[config.mk]
export PLATFORM = sky130hd
export DESIGN_NAME = sync_xor_frame_decoder_unit_flat
export DESIGN_NICKNAME = d
export VERILOG_FILES = /design/src/rtl/sxfd_pkg.sv /design/src/rtl/sxfd_stream_if.sv /design/src/rtl/sxfd_front.sv /design/src/rtl/sxfd_queue.sv /design/src/rtl/sxfd_back.sv /design/src/rtl/sync_xor_frame_decoder_unit.sv /design/src/flat_wrapper.sv
export VERILOG_INCLUDE_DIRS = /design/src /design/src/rtl
export SDC_FILE = /design/constraint.sdc
export NUM_CORES = 1
export LEC_CHECK = 0
export BUFFER_PORTS_ARGS = -buffer_cell sky130_fd_sc_hd__buf_2
export CAP_MARGIN = 20
export CORE_UTILIZATION = 53
export CTS_BUF_LIST = sky130_fd_sc_hd__clkbuf_8
export DETAILED_ROUTE_END_ITERATION = 12
export HOLD_SLACK_MARGIN = 0.02
export PLACE_DENSITY = 0.77
export SYNTH_ARGS = -nofsm -noshare
export SYNTH_HDL_FRONTEND = slang
export SYNTH_SLANG_ARGS = --single-unit
[constraint.sdc]
create_clock -name clk -period 12.36 [get_ports clk]
set_input_delay 2.472 -clock clk [delete_from_list [all_inputs] [get_ports clk]]
set_output_delay 2.472 -clock clk [all_outputs]
set_load 0.005 [all_outputs]
[src/rtl/sync_xor_frame_decoder_unit_macros.svh]
// Assertion macros shared by the framer RTL.
// Both macros sample on clk and are disabled while rst_n is low.
`ifndef SYNC_XOR_FRAME_DECODER_UNIT_MACROS_SVH
`define SYNC_XOR_FRAME_DECODER_UNIT_MACROS_SVH

`ifndef SYNTHESIS

// The condition holds at every clock edge outside reset.
`define SXFD_ASSERT(lbl, cond, msg) \
  lbl: assert property (@(posedge clk) disable iff (!rst_n) (cond)) else $error(msg);

// The consequence holds in the cycle after the antecedent.
`define SXFD_ASSERT_NEXT(lbl, ante, cons, msg) \
  lbl: assert property (@(posedge clk) disable iff (!rst_n) (ante) |=> (cons)) \
    else $error(msg);

`else

`define SXFD_ASSERT(lbl, cond, msg)
`define SXFD_ASSERT_NEXT(lbl, ante, cons, msg)

`endif

`endif

[src/rtl/sxfd_pkg.sv]
package sxfd_pkg;

  // Frame lengths in bytes, including header, type and checksum.
  localparam logic [4:0] LONG_LEN  = 5'd17;
  localparam logic [4:0] SHORT_LEN = 5'd11;

  // Stored payload bytes per channel (frame bytes 2 and up, before the checksum).
  localparam int LONG_STORE  = 14;
  localparam int SHORT_STORE = 8;

  // Request queue between the front and back parts.
  localparam int QDEPTH = 4;
  localparam int QPTR_W = $clog2(QDEPTH);
  localparam int QCNT_W = $clog2(QDEPTH + 1);

  // Configuration register indexes.
  typedef logic [1:0] cfg_idx_t;
  localparam cfg_idx_t CFG_HEADER = 2'd0;
  localparam cfg_idx_t CFG_TYPE_A = 2'd1;
  localparam cfg_idx_t CFG_TYPE_B = 2'd2;

  localparam logic [7:0] HEADER_RST = 8'hA5;
  localparam logic [7:0] TYPE_A_RST = 8'h81;
  localparam logic [7:0] TYPE_B_RST = 8'h82;

  localparam logic LINK_LONG  = 1'b0;
  localparam logic LINK_SHORT = 1'b1;

  // One request from the front part: either a payload byte to store or the
  // end of a frame with its checksum verdict.
  typedef struct packed {
    logic       done;
    logic       link;
    logic       ok;
    logic [3:0] idx;
    logic [7:0] data;
  } op_t;

  // Result of one framer step on the selected channel.
  typedef struct packed {
    logic [4:0] pos;
    logic [7:0] acc;
    logic       store;
    logic       done;
    logic       ok;
    logic [3:0] idx;
  } step_t;

endpackage

[src/rtl/sxfd_stream_if.sv]
interface sxfd_in_if;
  logic       valid;
  logic       ready;
  logic [7:0] rx_byte;
  logic       link_select;

  modport source (output valid, output rx_byte, output link_select, input ready);
  modport sink (input valid, input rx_byte, input link_select, output ready);
endinterface

interface sxfd_out_if;
  logic               valid;
  logic               ready;
  logic               frame_link;
  logic               frame_status;
  logic signed [31:0] field_one;
  logic signed [31:0] field_two;
  logic signed [15:0] field_three;
  logic signed [15:0] field_four;

  modport source (output valid, output frame_link, output frame_status,
                  output field_one, output field_two, output field_three,
                  output field_four, input ready);
  modport sink (input valid, input frame_link, input frame_status,
                input field_one, input field_two, input field_three,
                input field_four, output ready);
endinterface

[src/rtl/sxfd_front.sv]
`include "sync_xor_frame_decoder_unit_macros.svh"

module sxfd_front (
  input  logic                clk,
  input  logic                rst_n,
  sxfd_in_if.sink             in_ch,
  input  logic                cfg_we,
  input  sxfd_pkg::cfg_idx_t  cfg_index,
  input  logic [7:0]          cfg_wdata,
  output logic                push_valid,
  output sxfd_pkg::op_t       push_op,
  input  logic                push_ready
);
  import sxfd_pkg::*;

  logic [7:0] hdr_r, type_a_r, type_b_r;
  logic [4:0] pos_long_r, pos_long_nxt;
  logic [3:0] pos_short_r, pos_short_nxt;
  logic [7:0] xor_long_r, xor_long_nxt;
  logic [7:0] xor_short_r, xor_short_nxt;
  logic       accept;
  logic [4:0] p_sel;
  logic [7:0] acc_sel;
  logic [7:0] type_sel;
  logic [4:0] len_sel;
  step_t      st;

  function automatic step_t frame_step(input logic [4:0] p, input logic [7:0] acc,
                                       input logic [7:0] b, input logic [7:0] typ,
                                       input logic [7:0] hdr, input logic [4:0] len);
    step_t s;
    s.pos   = 5'd0;
    s.acc   = acc;
    s.store = 1'b0;
    s.done  = 1'b0;
    s.ok    = 1'b0;
    s.idx   = 4'(p - 5'd2);
    if (p == 5'd0 || p >= len) begin
      if (b == hdr) begin
        s.acc = b;
        s.pos = 5'd1;
      end
    end else if (p == 5'd1) begin
      if (b == typ) begin
        s.acc = acc ^ b;
        s.pos = 5'd2;
      end else if (b == hdr) begin
        s.acc = b;
        s.pos = 5'd1;
      end
    end else if (p < len - 5'd1) begin
      s.store = 1'b1;
      s.acc   = acc ^ b;
      s.pos   = p + 5'd1;
    end else begin
      s.done = 1'b1;
      s.ok   = (b == acc);
    end
    return s;
  endfunction

  assign in_ch.ready = push_ready;
  assign accept      = in_ch.valid & push_ready;

  always_comb begin
    if (in_ch.link_select == LINK_SHORT) begin
      p_sel    = {1'b0, pos_short_r};
      acc_sel  = xor_short_r;
      type_sel = type_b_r;
      len_sel  = SHORT_LEN;
    end else begin
      p_sel    = pos_long_r;
      acc_sel  = xor_long_r;
      type_sel = type_a_r;
      len_sel  = LONG_LEN;
    end
    st = frame_step(p_sel, acc_sel, in_ch.rx_byte, type_sel, hdr_r, len_sel);
  end

  always_comb begin
    pos_long_nxt  = pos_long_r;
    pos_short_nxt = pos_short_r;
    xor_long_nxt  = xor_long_r;
    xor_short_nxt = xor_short_r;
    if (accept) begin
      if (in_ch.link_select == LINK_SHORT) begin
        pos_short_nxt = st.pos[3:0];
        xor_short_nxt = st.acc;
      end else begin
        pos_long_nxt = st.pos;
        xor_long_nxt = st.acc;
      end
    end
  end

  assign push_valid   = accept & (st.store | st.done);
  assign push_op.done = st.done;
  assign push_op.link = in_ch.link_select;
  assign push_op.ok   = st.ok;
  assign push_op.idx  = st.idx;
  assign push_op.data = in_ch.rx_byte;

  always_ff @(posedge clk) begin
    if (!rst_n) begin
      pos_long_r  <= '0;
      pos_short_r <= '0;
      xor_long_r  <= '0;
      xor_short_r <= '0;
      hdr_r       <= HEADER_RST;
      type_a_r    <= TYPE_A_RST;
      type_b_r    <= TYPE_B_RST;
    end else begin
      pos_long_r  <= pos_long_nxt;
      pos_short_r <= pos_short_nxt;
      xor_long_r  <= xor_long_nxt;
      xor_short_r <= xor_short_nxt;
      if (cfg_we) begin
        case (cfg_index)
          CFG_HEADER: hdr_r    <= cfg_wdata;
          CFG_TYPE_A: type_a_r <= cfg_wdata;
          CFG_TYPE_B: type_b_r <= cfg_wdata;
          default: ;
        endcase
      end
    end
  end

  `SXFD_ASSERT(a_pos_long_range, pos_long_r < LONG_LEN, "long framer position out of range")
  `SXFD_ASSERT(a_pos_short_range, {1'b0, pos_short_r} < SHORT_LEN,
               "short framer position out of range")

endmodule

[src/rtl/sxfd_queue.sv]
`include "sync_xor_frame_decoder_unit_macros.svh"

module sxfd_queue (
  input  logic          clk,
  input  logic          rst_n,
  input  logic          push_valid,
  input  sxfd_pkg::op_t push_op,
  output logic          push_ready,
  output logic          pop_valid,
  output sxfd_pkg::op_t pop_op,
  input  logic          pop_ready
);
  import sxfd_pkg::*;

  op_t               mem_r [QDEPTH];
  logic [QPTR_W-1:0] wr_ptr_r, rd_ptr_r;
  logic [QCNT_W-1:0] count_r, count_nxt;
  logic              push, pop;

  assign push_ready = (count_r != QCNT_W'(QDEPTH));
  assign pop_valid  = (count_r != '0);
  assign pop_op     = mem_r[rd_ptr_r];
  assign push       = push_valid & push_ready;
  assign pop        = pop_valid & pop_ready;

  always_comb begin
    count_nxt = count_r;
    if (push && !pop) begin
      count_nxt = count_r + 1'b1;
    end else if (pop && !push) begin
      count_nxt = count_r - 1'b1;
    end
  end

  always_ff @(posedge clk) begin
    if (push) begin
      mem_r[wr_ptr_r] <= push_op;
    end
  end

  always_ff @(posedge clk) begin
    if (!rst_n) begin
      wr_ptr_r <= '0;
      rd_ptr_r <= '0;
      count_r  <= '0;
    end else begin
      count_r <= count_nxt;
      if (push) begin
        wr_ptr_r <= wr_ptr_r + 1'b1;
      end
      if (pop) begin
        rd_ptr_r <= rd_ptr_r + 1'b1;
      end
    end
  end

  `SXFD_ASSERT(a_count_bound, count_r <= QCNT_W'(QDEPTH), "request queue overfilled")

endmodule

[src/rtl/sxfd_back.sv]
`include "sync_xor_frame_decoder_unit_macros.svh"

module sxfd_back (
  input  logic          clk,
  input  logic          rst_n,
  input  logic          pop_valid,
  input  sxfd_pkg::op_t pop_op,
  output logic          pop_ready,
  sxfd_out_if.source    out_ch
);
  import sxfd_pkg::*;

  logic [7:0]         long_store_r [LONG_STORE];
  logic [7:0]         short_store_r [SHORT_STORE];
  logic               out_valid_r, out_valid_nxt;
  logic               link_r, status_r;
  logic signed [31:0] f1_r, f2_r;
  logic signed [15:0] f3_r, f4_r;
  logic signed [31:0] f1_nxt, f2_nxt;
  logic signed [15:0] f3_nxt, f4_nxt;
  logic               pop;
  logic               load;

  assign pop_ready = !pop_op.done | !out_valid_r | out_ch.ready;
  assign pop       = pop_valid & pop_ready;
  assign load      = pop & pop_op.done;

  // Field extraction from the stored bytes; a bad checksum zeroes every field.
  always_comb begin
    f1_nxt = '0;
    f2_nxt = '0;
    f3_nxt = '0;
    f4_nxt = '0;
    if (pop_op.ok) begin
      if (pop_op.link == LINK_SHORT) begin
        f1_nxt = 32'(signed'({short_store_r[0], short_store_r[1]}));
        f2_nxt = 32'(signed'({short_store_r[2], short_store_r[3]}));
        f3_nxt = {short_store_r[4], short_store_r[5]};
        f4_nxt = {short_store_r[6], short_store_r[7]};
      end else begin
        f1_nxt = {long_store_r[2], long_store_r[3], long_store_r[4], long_store_r[5]};
        f2_nxt = {long_store_r[6], long_store_r[7], long_store_r[8], long_store_r[9]};
        f3_nxt = {long_store_r[10], long_store_r[11]};
        f4_nxt = {long_store_r[12], long_store_r[13]};
      end
    end
  end

  always_comb begin
    out_valid_nxt = out_valid_r;
    if (load) begin
      out_valid_nxt = 1'b1;
    end else if (out_ch.ready) begin
      out_valid_nxt = 1'b0;
    end
  end

  always_ff @(posedge clk) begin
    if (pop && !pop_op.done) begin
      if (pop_op.link == LINK_SHORT) begin
        short_store_r[pop_op.idx[2:0]] <= pop_op.data;
      end else begin
        long_store_r[pop_op.idx] <= pop_op.data;
      end
    end
    if (load) begin
      link_r   <= pop_op.link;
      status_r <= !pop_op.ok;
      f1_r     <= f1_nxt;
      f2_r     <= f2_nxt;
      f3_r     <= f3_nxt;
      f4_r     <= f4_nxt;
    end
  end

  always_ff @(posedge clk) begin
    if (!rst_n) begin
      out_valid_r <= 1'b0;
    end else begin
      out_valid_r <= out_valid_nxt;
    end
  end

  assign out_ch.valid        = out_valid_r;
  assign out_ch.frame_link   = link_r;
  assign out_ch.frame_status = status_r;
  assign out_ch.field_one    = f1_r;
  assign out_ch.field_two    = f2_r;
  assign out_ch.field_three  = f3_r;
  assign out_ch.field_four   = f4_r;

  `SXFD_ASSERT_NEXT(a_done_shows_result, load, out_valid_r,
                    "completed frame did not reach the output register")

endmodule

[src/rtl/sync_xor_frame_decoder_unit.sv]
// The end-of-frame request passes through the request queue, then loads the output register.
// Throughput: one byte per cycle, sustained while the result side keeps up.
// The back end retires one queued request per cycle; a finished frame waits only for the output.
// Reset (rst_n low at a clock edge) clears framer positions, checksums, the request queue
// and the output valid, and restores the sync and type registers to their defaults.
// Stored payload bytes are not cleared; every frame writes its own before it completes.

module sync_xor_frame_decoder_unit (
  input  logic               clk,
  input  logic               rst_n,
  sxfd_in_if.sink            in_ch,
  sxfd_out_if.source         out_ch,
  input  logic               cfg_we,
  input  sxfd_pkg::cfg_idx_t cfg_index,
  input  logic [7:0]         cfg_wdata
);
  import sxfd_pkg::*;

  // The front end owns the two framers (position counter and running XOR per
  // channel) and the configuration registers. Each accepted byte either moves
  // a hunt forward and produces nothing, or becomes one request: a payload
  // byte to store, or an end-of-frame marker carrying the checksum verdict.
  logic push_valid, push_ready;
  op_t  push_op;

  // The queue decouples the two parts, so bytes keep flowing in, until it fills, while a
  // finished frame is still waiting for the result side to take it.
  logic pop_valid, pop_ready;
  op_t  pop_op;

  sxfd_front u_front (
    .clk        (clk),
    .rst_n      (rst_n),
    .in_ch      (in_ch),
    .cfg_we     (cfg_we),
    .cfg_index  (cfg_index),
    .cfg_wdata  (cfg_wdata),
    .push_valid (push_valid),
    .push_op    (push_op),
    .push_ready (push_ready)
  );

  sxfd_queue u_queue (
    .clk        (clk),
    .rst_n      (rst_n),
    .push_valid (push_valid),
    .push_op    (push_op),
    .push_ready (push_ready),
    .pop_valid  (pop_valid),
    .pop_op     (pop_op),
    .pop_ready  (pop_ready)
  );

  // The back end writes payload bytes into the per-channel byte stores and, on
  // an end-of-frame request, assembles the big-endian fields into the output
  // register. Requests are retired in order, so all bytes of a frame are in
  // place before its end marker is handled.
  sxfd_back u_back (
    .clk       (clk),
    .rst_n     (rst_n),
    .pop_valid (pop_valid),
    .pop_op    (pop_op),
    .pop_ready (pop_ready),
    .out_ch    (out_ch)
  );

endmodule
[src/flat_wrapper.sv]
// flat-port wrapper written by rule: the top's interface ports become plain ports
module sync_xor_frame_decoder_unit_flat import sxfd_pkg::*;
  (clk, rst_n, cfg_we, cfg_index, cfg_wdata, in_ch_valid, in_ch_rx_byte, in_ch_link_select, in_ch_ready, out_ch_valid, out_ch_frame_link, out_ch_frame_status, out_ch_field_one, out_ch_field_two, out_ch_field_three, out_ch_field_four, out_ch_ready);
  sxfd_in_if in_ch_i ();
  sxfd_out_if out_ch_i ();
  input  logic clk;
  input  logic rst_n;
  input  logic cfg_we;
  input  sxfd_pkg::cfg_idx_t cfg_index;
  input  logic [7:0] cfg_wdata;
  input wire logic [$bits(in_ch_i.valid)-1:0] in_ch_valid;
  input wire logic [$bits(in_ch_i.rx_byte)-1:0] in_ch_rx_byte;
  input wire logic [$bits(in_ch_i.link_select)-1:0] in_ch_link_select;
  output wire logic [$bits(in_ch_i.ready)-1:0] in_ch_ready;
  output wire logic [$bits(out_ch_i.valid)-1:0] out_ch_valid;
  output wire logic [$bits(out_ch_i.frame_link)-1:0] out_ch_frame_link;
  output wire logic [$bits(out_ch_i.frame_status)-1:0] out_ch_frame_status;
  output wire logic [$bits(out_ch_i.field_one)-1:0] out_ch_field_one;
  output wire logic [$bits(out_ch_i.field_two)-1:0] out_ch_field_two;
  output wire logic [$bits(out_ch_i.field_three)-1:0] out_ch_field_three;
  output wire logic [$bits(out_ch_i.field_four)-1:0] out_ch_field_four;
  input wire logic [$bits(out_ch_i.ready)-1:0] out_ch_ready;
  assign in_ch_i.valid = in_ch_valid;
  assign in_ch_i.rx_byte = in_ch_rx_byte;
  assign in_ch_i.link_select = in_ch_link_select;
  assign in_ch_ready = in_ch_i.ready;
  assign out_ch_valid = out_ch_i.valid;
  assign out_ch_frame_link = out_ch_i.frame_link;
  assign out_ch_frame_status = out_ch_i.frame_status;
  assign out_ch_field_one = out_ch_i.field_one;
  assign out_ch_field_two = out_ch_i.field_two;
  assign out_ch_field_three = out_ch_i.field_three;
  assign out_ch_field_four = out_ch_i.field_four;
  assign out_ch_i.ready = out_ch_ready;
  sync_xor_frame_decoder_unit u_core (.clk(clk), .rst_n(rst_n), .in_ch(in_ch_i), .out_ch(out_ch_i), .cfg_we(cfg_we), .cfg_index(cfg_index), .cfg_wdata(cfg_wdata));
endmodule
# Yosys cells after proc, flatten, opt, wreduce, memory -nomap -nowiden
# Memories as Yosys holds them, arrays and structs flattened. A register that Yosys moved wholly into a read port is not among the register bits.
# Index checks and enable logic that the tools add are counted.
totals:
  ramBits: 236
  mem_count: 3
  reg_bits: 155
  out_inout_bits: 100
classes:
  reduce_logical: 19
  bitwise_logic: 10
  eq_ne: 7
  add_sub_neg: 7
  magnitude_cmp: 2
  mux: 30
mem_list:
  columns: ["memory", "words", "width", "rd", "rd_ports_with_merged_regs", "write_ports", "line", "source"]
  rows:
  - ["u_core.u_back.long_store_r", 14, 8, 12, 0, 1, "sxfd_back.sv:13", "logic [7:0] long_store_r [LONG_STORE];"]
  - ["u_core.u_back.short_store_r", 8, 8, 8, 0, 1, "sxfd_back.sv:14", "logic [7:0] short_store_r [SHORT_STORE];"]
  - ["u_core.u_queue.mem_r", 4, 15, 1, 1, 1, "sxfd_queue.sv:15", "op_t mem_r [QDEPTH];"]
ops:
  columns: ["op", "n"]
  rows:
  - ["2-to-1 mux 32 bit", 2]
  - ["2-to-1 mux 13 bit", 3]
  - ["2-to-1 mux 16 bit", 2]
  - ["== test 8 bit", 3]
  - ["2-to-1 mux 8 bit", 2]
  - ["2-to-1 mux 14 bit", 1]
  - ["2-to-1 mux 3 bit", 4]
  - ["2-to-1 mux 1 bit", 10]
  - ["2-to-1 mux 5 bit", 2]
  - ["AND reduction 2 bit", 5]
  - ["2-to-1 mux 9 bit", 1]
  - ["XOR 8 bit", 1]
  - ["2-to-1 mux 2 bit", 3]
  - ["adder 5 x 1 -> 5 bit (second input constant)", 1]
  - ["bitwise AND 1 bit", 5]
  - ["== test 5 x 1 -> 1 bit (second input constant)", 1]
  - ["greater-or-equal comparator 5 bit", 1]
  - ["logical NOT 1 bit", 5]
  - ["logical NOT 5 bit", 1]
  - ["< comparator 5 bit", 1]
  - ["subtractor 5 x 1 -> 5 bit (second input constant)", 1]
  - ["adder 2 x 1 -> 2 bit (second input constant)", 2]
  - ["nonzero test 2 bit", 2]
  - ["subtractor 4 x 2 -> 4 bit (second input constant)", 1]
  - ["other kinds (11)", 15]

# Longest topological paths before layout
depth:
  depth_word: 13
  ltp_mapped: 14
  mapped_depth_nobuf: 12

# By module
# A second synthesis with hierarchy kept.
unflattened:
  hier_cells: 993
  area_unflattened_um2: 15178.3
by_module_without_submodules:
  columns: ["mod", "area_per_inst_um2", "cells_each", "n_inst", "seq_area_each_um2"]
  rows:
  - ["sxfd_back", 9371.5, 515, 1, 7767.4]
  - ["sxfd_front", 3114.2, 352, 1, 980.9]
  - ["sxfd_queue", 2692.6, 126, 1, 1981.9]

# Worst setup path before layout
# Ideal clock, no wire load.
synth_timing:
  kind: "input port to flip-flop"
  startpoint: "input port out_ch_ready"
  endpoint: "register u_core.u_back.f4_r[0], in the netlist u_core.u_back.out_ch.field_four[0] (enable)"
  path_slack_ns: 1.980
  path_buffers: 0
  cell_stages: 2
  setup_time_ns: 0.697
  arrival_ns: 9.683
  path_cell_list: "nor2b_1 -> nor3b_1"
synth_between:
  elab_chain_len: 3
synth_rtl:
  columns: ["item", "line", "source"]
  rows:
  - ["from (decl)", "flat_wrapper.sv:22", "input wire logic [$bits(out_ch_i.ready)-1:0] out_ch_ready;"]
  - ["OR 1 bit", "sxfd_back.sv:24", "assign pop_ready = !pop_op.done | !out_valid_r | out_ch.ready;"]
  - ["bitwise AND 1 bit", "sxfd_back.sv:25", "assign pop = pop_valid & pop_ready;"]
  - ["bitwise AND 1 bit", "sxfd_back.sv:26", "assign load = pop & pop_op.done;"]
  - ["named net u_core.u_back.load", "sxfd_back.sv:22", "logic load;"]
  - ["to (signal assigned)", "sxfd_back.sv:72", "f4_r <= f4_nxt;"]
  - ["to (decl)", "sxfd_back.sv:18", "logic signed [15:0] f3_r, f4_r;"]
# The timed path passes the listed nets, and every way through them passes these cells.
# A chain may end at the register's enable or synchronous reset.

# Worst setup path in the final report
layout_timing:
  startpoint: "input port in_ch_link_select"
  endpoint: "register u_core.u_queue.count_r[2]"
layout_between:
  elab_chain_len: 12
layout_rtl:
  columns: ["item", "line", "source"]
  rows:
  - ["from (decl)", "flat_wrapper.sv:13", "input wire logic [$bits(in_ch_i.link_select)-1:0] in_ch_link_select;"]
  - ["2-to-1 mux 5 bit", "sxfd_front.sv:66", "if (in_ch.link_select == LINK_SHORT) begin"]
  - ["subtractor 5 x 1 -> 5 bit", "sxfd_front.sv:51", "end else if (p < len - 5'd1) begin"]
  - ["< comparator 5 bit", "sxfd_front.sv:51", null]
  - ["2-to-1 mux 14 bit or 2-to-1 mux 2 bit (tied branches)", "sxfd_front.sv:51", null]
  - ["2-to-1 mux 3 bit", "sxfd_front.sv:43", "end else if (p == 5'd1) begin"]
  - ["2-to-1 mux 3 bit (*)", "sxfd_front.sv:38", "if (p == 5'd0 || p >= len) begin"]
  - ["OR 1 bit (*)", "sxfd_front.sv:96", "assign push_valid = accept & (st.store | st.done);"]
  - ["bitwise AND 1 bit (*)", "sxfd_front.sv:96", null]
  - ["bitwise AND 1 bit (*)", "sxfd_queue.sv:23", "assign push = push_valid & push_ready;"]
  - ["named net u_core.u_queue.push", "sxfd_queue.sv:18", "logic push, pop;"]
  - ["logical NOT 1 bit", "sxfd_queue.sv:30", "end else if (pop && !push) begin"]
  - ["logical AND 1 bit", "sxfd_queue.sv:30", null]
  - ["nonzero test 2 bit (no source line)", null, null]
  - ["to (signal assigned)", "sxfd_queue.sv:47", "count_r <= count_nxt;"]
  - ["to (decl)", "sxfd_queue.sv:17", "logic [QCNT_W-1:0] count_r, count_nxt;"]
# Mark *: on every way through the listed nets, which the timed path passes. The rest lies on a longest branch.

==> metrics.txt <==
Clock power frac=0.258; slowest stage delay, CP=660 ps; placement row count=60; Hold Fails Final Rpt=0; starting DRC count in detailed routing=724; All-Layer GR Usage=0.2026; Seq/Total Area, Yosys=0.7305; CTS-repair resized insts=0; Setup TNS=0 ps; Finish-stage setup viols=0; Inserted Clock Buffers=57; final max-slew violation count=0; vertical die dimension=168.5 um; library cell used as clock root buffer=sky130_fd_sc_hd__clkbuf_8; placed cell count=1490; slew of the pin with the lowest slew margin=1106 ps; count of maximum capacitance violations=0; drt pass-1 iters=5; total clock sinks=377; Routed met3 length=1753 um; data arrival time of the worst path=6490 ps; port bufs=123; die area=0.02839 mm^2; CTS tree=yes; Seq cells post-synth=377; minimum clock period=6004 ps; quantity of hold-fixing buffers added after cts=0; initial antenna violation count=0; Post-synth top flop=sky130_fd_sc_hd__edfxtp_1; FFs w/ async S/R, synth=0; Max Fclk=0.1666 GHz; critical path's most frequent cell=sky130_fd_sc_hd__ha_1; overall via count from detail_route=8735; leading cell types in the layout, fill and taps excluded=sky130_fd_sc_hd__edfxtp_1 (318), sky130_fd_sc_hd__nand2_1 (189), sky130_fd_sc_hd__buf_2 (125), sky130_fd_sc_hd__a21oi_1 (117), sky130_fd_sc_hd__dfxtp_1 (59); Clock Latency Late Sink=620 ps; global-route wire length before repair=44920 um; net switching power figure=1115 uW; fraction of the core area covered by cells at the end of the flow=0.6155; final WL=28310 um; power share of the combinational group=0.239; Via density=5.466; vias in the first global route=8479; Sw Share=0.3117; Top-Level Pins=124; Layout area overhead=13.56%; M1 WL=12310 um; post-CTS setup buffer count=0; die width=168.5 um; Antenna Cells=0; Synth warnings=0; power share of the sequential group=0.503; nature of the critical path endpoint=flop; average size of a mapped cell=14.07 um^2; number of distinct standard cells referenced by the synthesized netlist=53; Final #Nets=1215; total grt overflow=0; period utilization=0.4858; kind of cell with the highest combined delay on the critical path=adder cells; number of design rule violations left after detail routing=0; startpoint-to-endpoint class of the critical path=input pin to flop; Max Fanout on Critical Path=37; path category of the worst min-delay check=flop to flop; Routability Congestion=0.8449; kind of start point of the critical path=input pin; top layer reached by signal wires=met4; cell area after layout=0.01668 mm^2; cell types with the largest area share after synthesis=sky130_fd_sc_hd__edfxtp_1 (65%), sky130_fd_sc_hd__dfxtp_1 (8.0%), sky130_fd_sc_hd__nand2_1 (4.8%), sky130_fd_sc_hd__a21oi_1 (4.0%), sky130_fd_sc_hd__mux2i_1 (2.8%); leakage power total=0.006050 uW; number of enable flip-flop cells after synthesis=318; run status=finished, final reports clean; share of Yosys cell area claimed by the top area cell type=0.6501; combined buffer and inverter count along the critical path=3; DP HPWL=16970 um; standard cell with the maximum stage delay on the critical path=sky130_fd_sc_hd__mux2i_1; Fillers=2015; setup slack of the critical path after layout=6356 ps; Starting Density=0.5420; standard cell core area=0.02710 mm^2; worst setup slack after placement=5797 ps; Worst IR Drop VDD=119.8 uV; count of nets left with antenna violations after detail routing=0; drt wl/cell=17.71 um; cell type contributing the most total cell area after synthesis=sky130_fd_sc_hd__edfxtp_1; total number of H-tree levels=2; RSZ-0062 raised after global routing=false; number of standard cells in the final layout excluding fillers=1598; buffer levels on the longest clock path=3; share of cells above drive strength 1=0.1982; CP Cell Sequence=buf_2, buf_4, mux2i_1, ha_1, a2bb2oi_1, o2111ai_1, nor2_2, ha_1, inv_1, fa_1, xor2_1, or3_1, a21oi_1; cell area power density=214.5 mW/mm^2; Max-Slew Margin vs Limit=0.2630; maximum number of pins on one net before global-route repair=97; area of the mapped netlist=0.01469 mm^2; required time at the worst-slack endpoint=12850 ps; Post-Synthesis Cells=1044; met2 wire len=13650 um; syn_nets=1080; most common cell after layout, fill and taps aside=sky130_fd_sc_hd__edfxtp_1; area after detailed placement=0.01562 mm^2; Internal Dissipation=2463 uW; final clock skew=57.52 ps; clock slew seen by the registers of the worst setup and hold paths=60 ps
worst min-delay path, cell delays in order, from the launching register on:
cell	delay [ps]
sky130_fd_sc_hd__dfxtp_1	310
sky130_fd_sc_hd__nand2_1	50
sky130_fd_sc_hd__a21oi_1	60
cells in the mapped netlist, types with 2 or more instances:
cell	count
sky130_fd_sc_hd__inv_1	12
sky130_fd_sc_hd__o21a_1	2
sky130_fd_sc_hd__nor2b_1	4
sky130_fd_sc_hd__o211ai_1	2
sky130_fd_sc_hd__nor4_1	6
sky130_fd_sc_hd__buf_2	8
sky130_fd_sc_hd__nor3_1	5
sky130_fd_sc_hd__mux2_2	16
sky130_fd_sc_hd__nor3b_1	11
sky130_fd_sc_hd__or2_2	2
sky130_fd_sc_hd__a32oi_1	7
sky130_fd_sc_hd__edfxtp_1	318
sky130_fd_sc_hd__clkbuf_1	44
sky130_fd_sc_hd__xor2_1	13
sky130_fd_sc_hd__a31oi_1	13
sky130_fd_sc_hd__mux4_2	13
sky130_fd_sc_hd__or3_1	6
sky130_fd_sc_hd__a2bb2oi_1	2
sky130_fd_sc_hd__o21ai_0	22
sky130_fd_sc_hd__xnor2_1	20
sky130_fd_sc_hd__and2_1	6
sky130_fd_sc_hd__ha_1	11
sky130_fd_sc_hd__mux2i_1	41
sky130_fd_sc_hd__o21ai_1	2
sky130_fd_sc_hd__nor2_1	46
sky130_fd_sc_hd__dfxtp_1	59
sky130_fd_sc_hd__nand2_1	189
sky130_fd_sc_hd__buf_1	7
sky130_fd_sc_hd__nand3b_1	4
sky130_fd_sc_hd__nand3_1	4
sky130_fd_sc_hd__a21oi_1	117
sky130_fd_sc_hd__nand4_1	11
routing by layer:
| layer | track usage | vias to the layer above |
|---|---|---|
| li1 | - | 4114 |
| met1 | 0.2740 | 4251 |
| met2 | 0.3366 | 314 |
| met3 | 0.03437 | 56 |
| met4 | 0.06640 | 0 |
| met5 | 0 | - |
cell families (layout without fill, tap and decap cells):
kind of cell | after synthesis | after routing | synth area share
compound gates | 175 | 175 | 0.06567
fa+ha+maj | 12 | 12 | 0.01073
simple gates | 303 | 303 | 0.09191
mux | 71 | 71 | 0.06090
flops | 377 | 377 | 0.7305
xor+xnor | 33 | 33 | 0.01968
buf+inv | 73 | 255 | 0.02061
power groups by stage:
stage               Sequential [uW]  Clock, uW  Combinational (uW)
floorplan                      1860          0                 500
global placement               1820          0                 835
detailed placement             1830          0                 861
CTS                            1800        942                 862
global route                   1820        997                 946
finish                         1800        924                 855
per-stage QoR:
step	total power [uW]	hold slack, ps
2_1_floorplan	2358	436.0
3_3_place_gp	2657	457.6
3_5_place_dp	2686	457.7
4_1_cts	3605	464.7
5_1_grt	3758	488.3
6_report	3578	466.0
layout make-up:
class	count	area [um^2]	area share
clock buffer	57	784.5	0.04703
clock inverter	49	260.3	0.01560
sequential	377	10730	0.6433
tap	372	465.4	0.02790
multi-input combinational	594	3680	0.2206
inverter	12	45.04	0.002700
timing repair buffer	137	715.7	0.04290
final timing paths:
kind	startpoint	end	slack, ps	cells past startpoint
setup / recovery	in_ch_link_select	u_core.u_queue.count_r[2]$_SDFFE_PN0P_	6360	13
hold / removal	u_core.u_front.pos_short_r[1]$_SDFFE_PN0P_	u_core.u_front.pos_short_r[1]$_SDFFE_PN0P_	470	2
setup reg to reg	u_core.u_front.pos_long_r[1]$_SDFFE_PN0P_	u_core.u_queue.count_r[2]$_SDFFE_PN0P_	8540	11
hold reg to reg	u_core.u_front.pos_short_r[1]$_SDFFE_PN0P_	u_core.u_front.pos_short_r[1]$_SDFFE_PN0P_	470	2
flip-flops by register name (all words and copies together) (netlist names), named ones only:
register / cells
u_core.u_front.pos_long_r: 5
u_core.u_back.out_ch.field_two: 32
u_core.u_queue.mem_r: 60
u_core.u_front.hdr_r: 8
u_core.u_back.short_store_r: 64
u_core.u_back.long_store_r: 96
u_core.u_queue.count_r: 3
u_core.u_front.xor_short_r: 8
u_core.u_front.type_b_r: 8
u_core.u_queue.wr_ptr_r: 2
u_core.u_back.out_ch.field_four: 16
u_core.u_front.pos_short_r: 4
u_core.u_front.xor_long_r: 8
u_core.u_front.type_a_r: 8
u_core.u_back.out_ch.frame_status: 1
u_core.u_back.out_ch.frame_link: 1
u_core.u_back.out_ch.field_one: 32
u_core.u_queue.rd_ptr_r: 2
u_core.u_back.out_ch.field_three: 16
u_core.u_back.out_ch.valid: 1
Power figures use the tool's default switching activity.
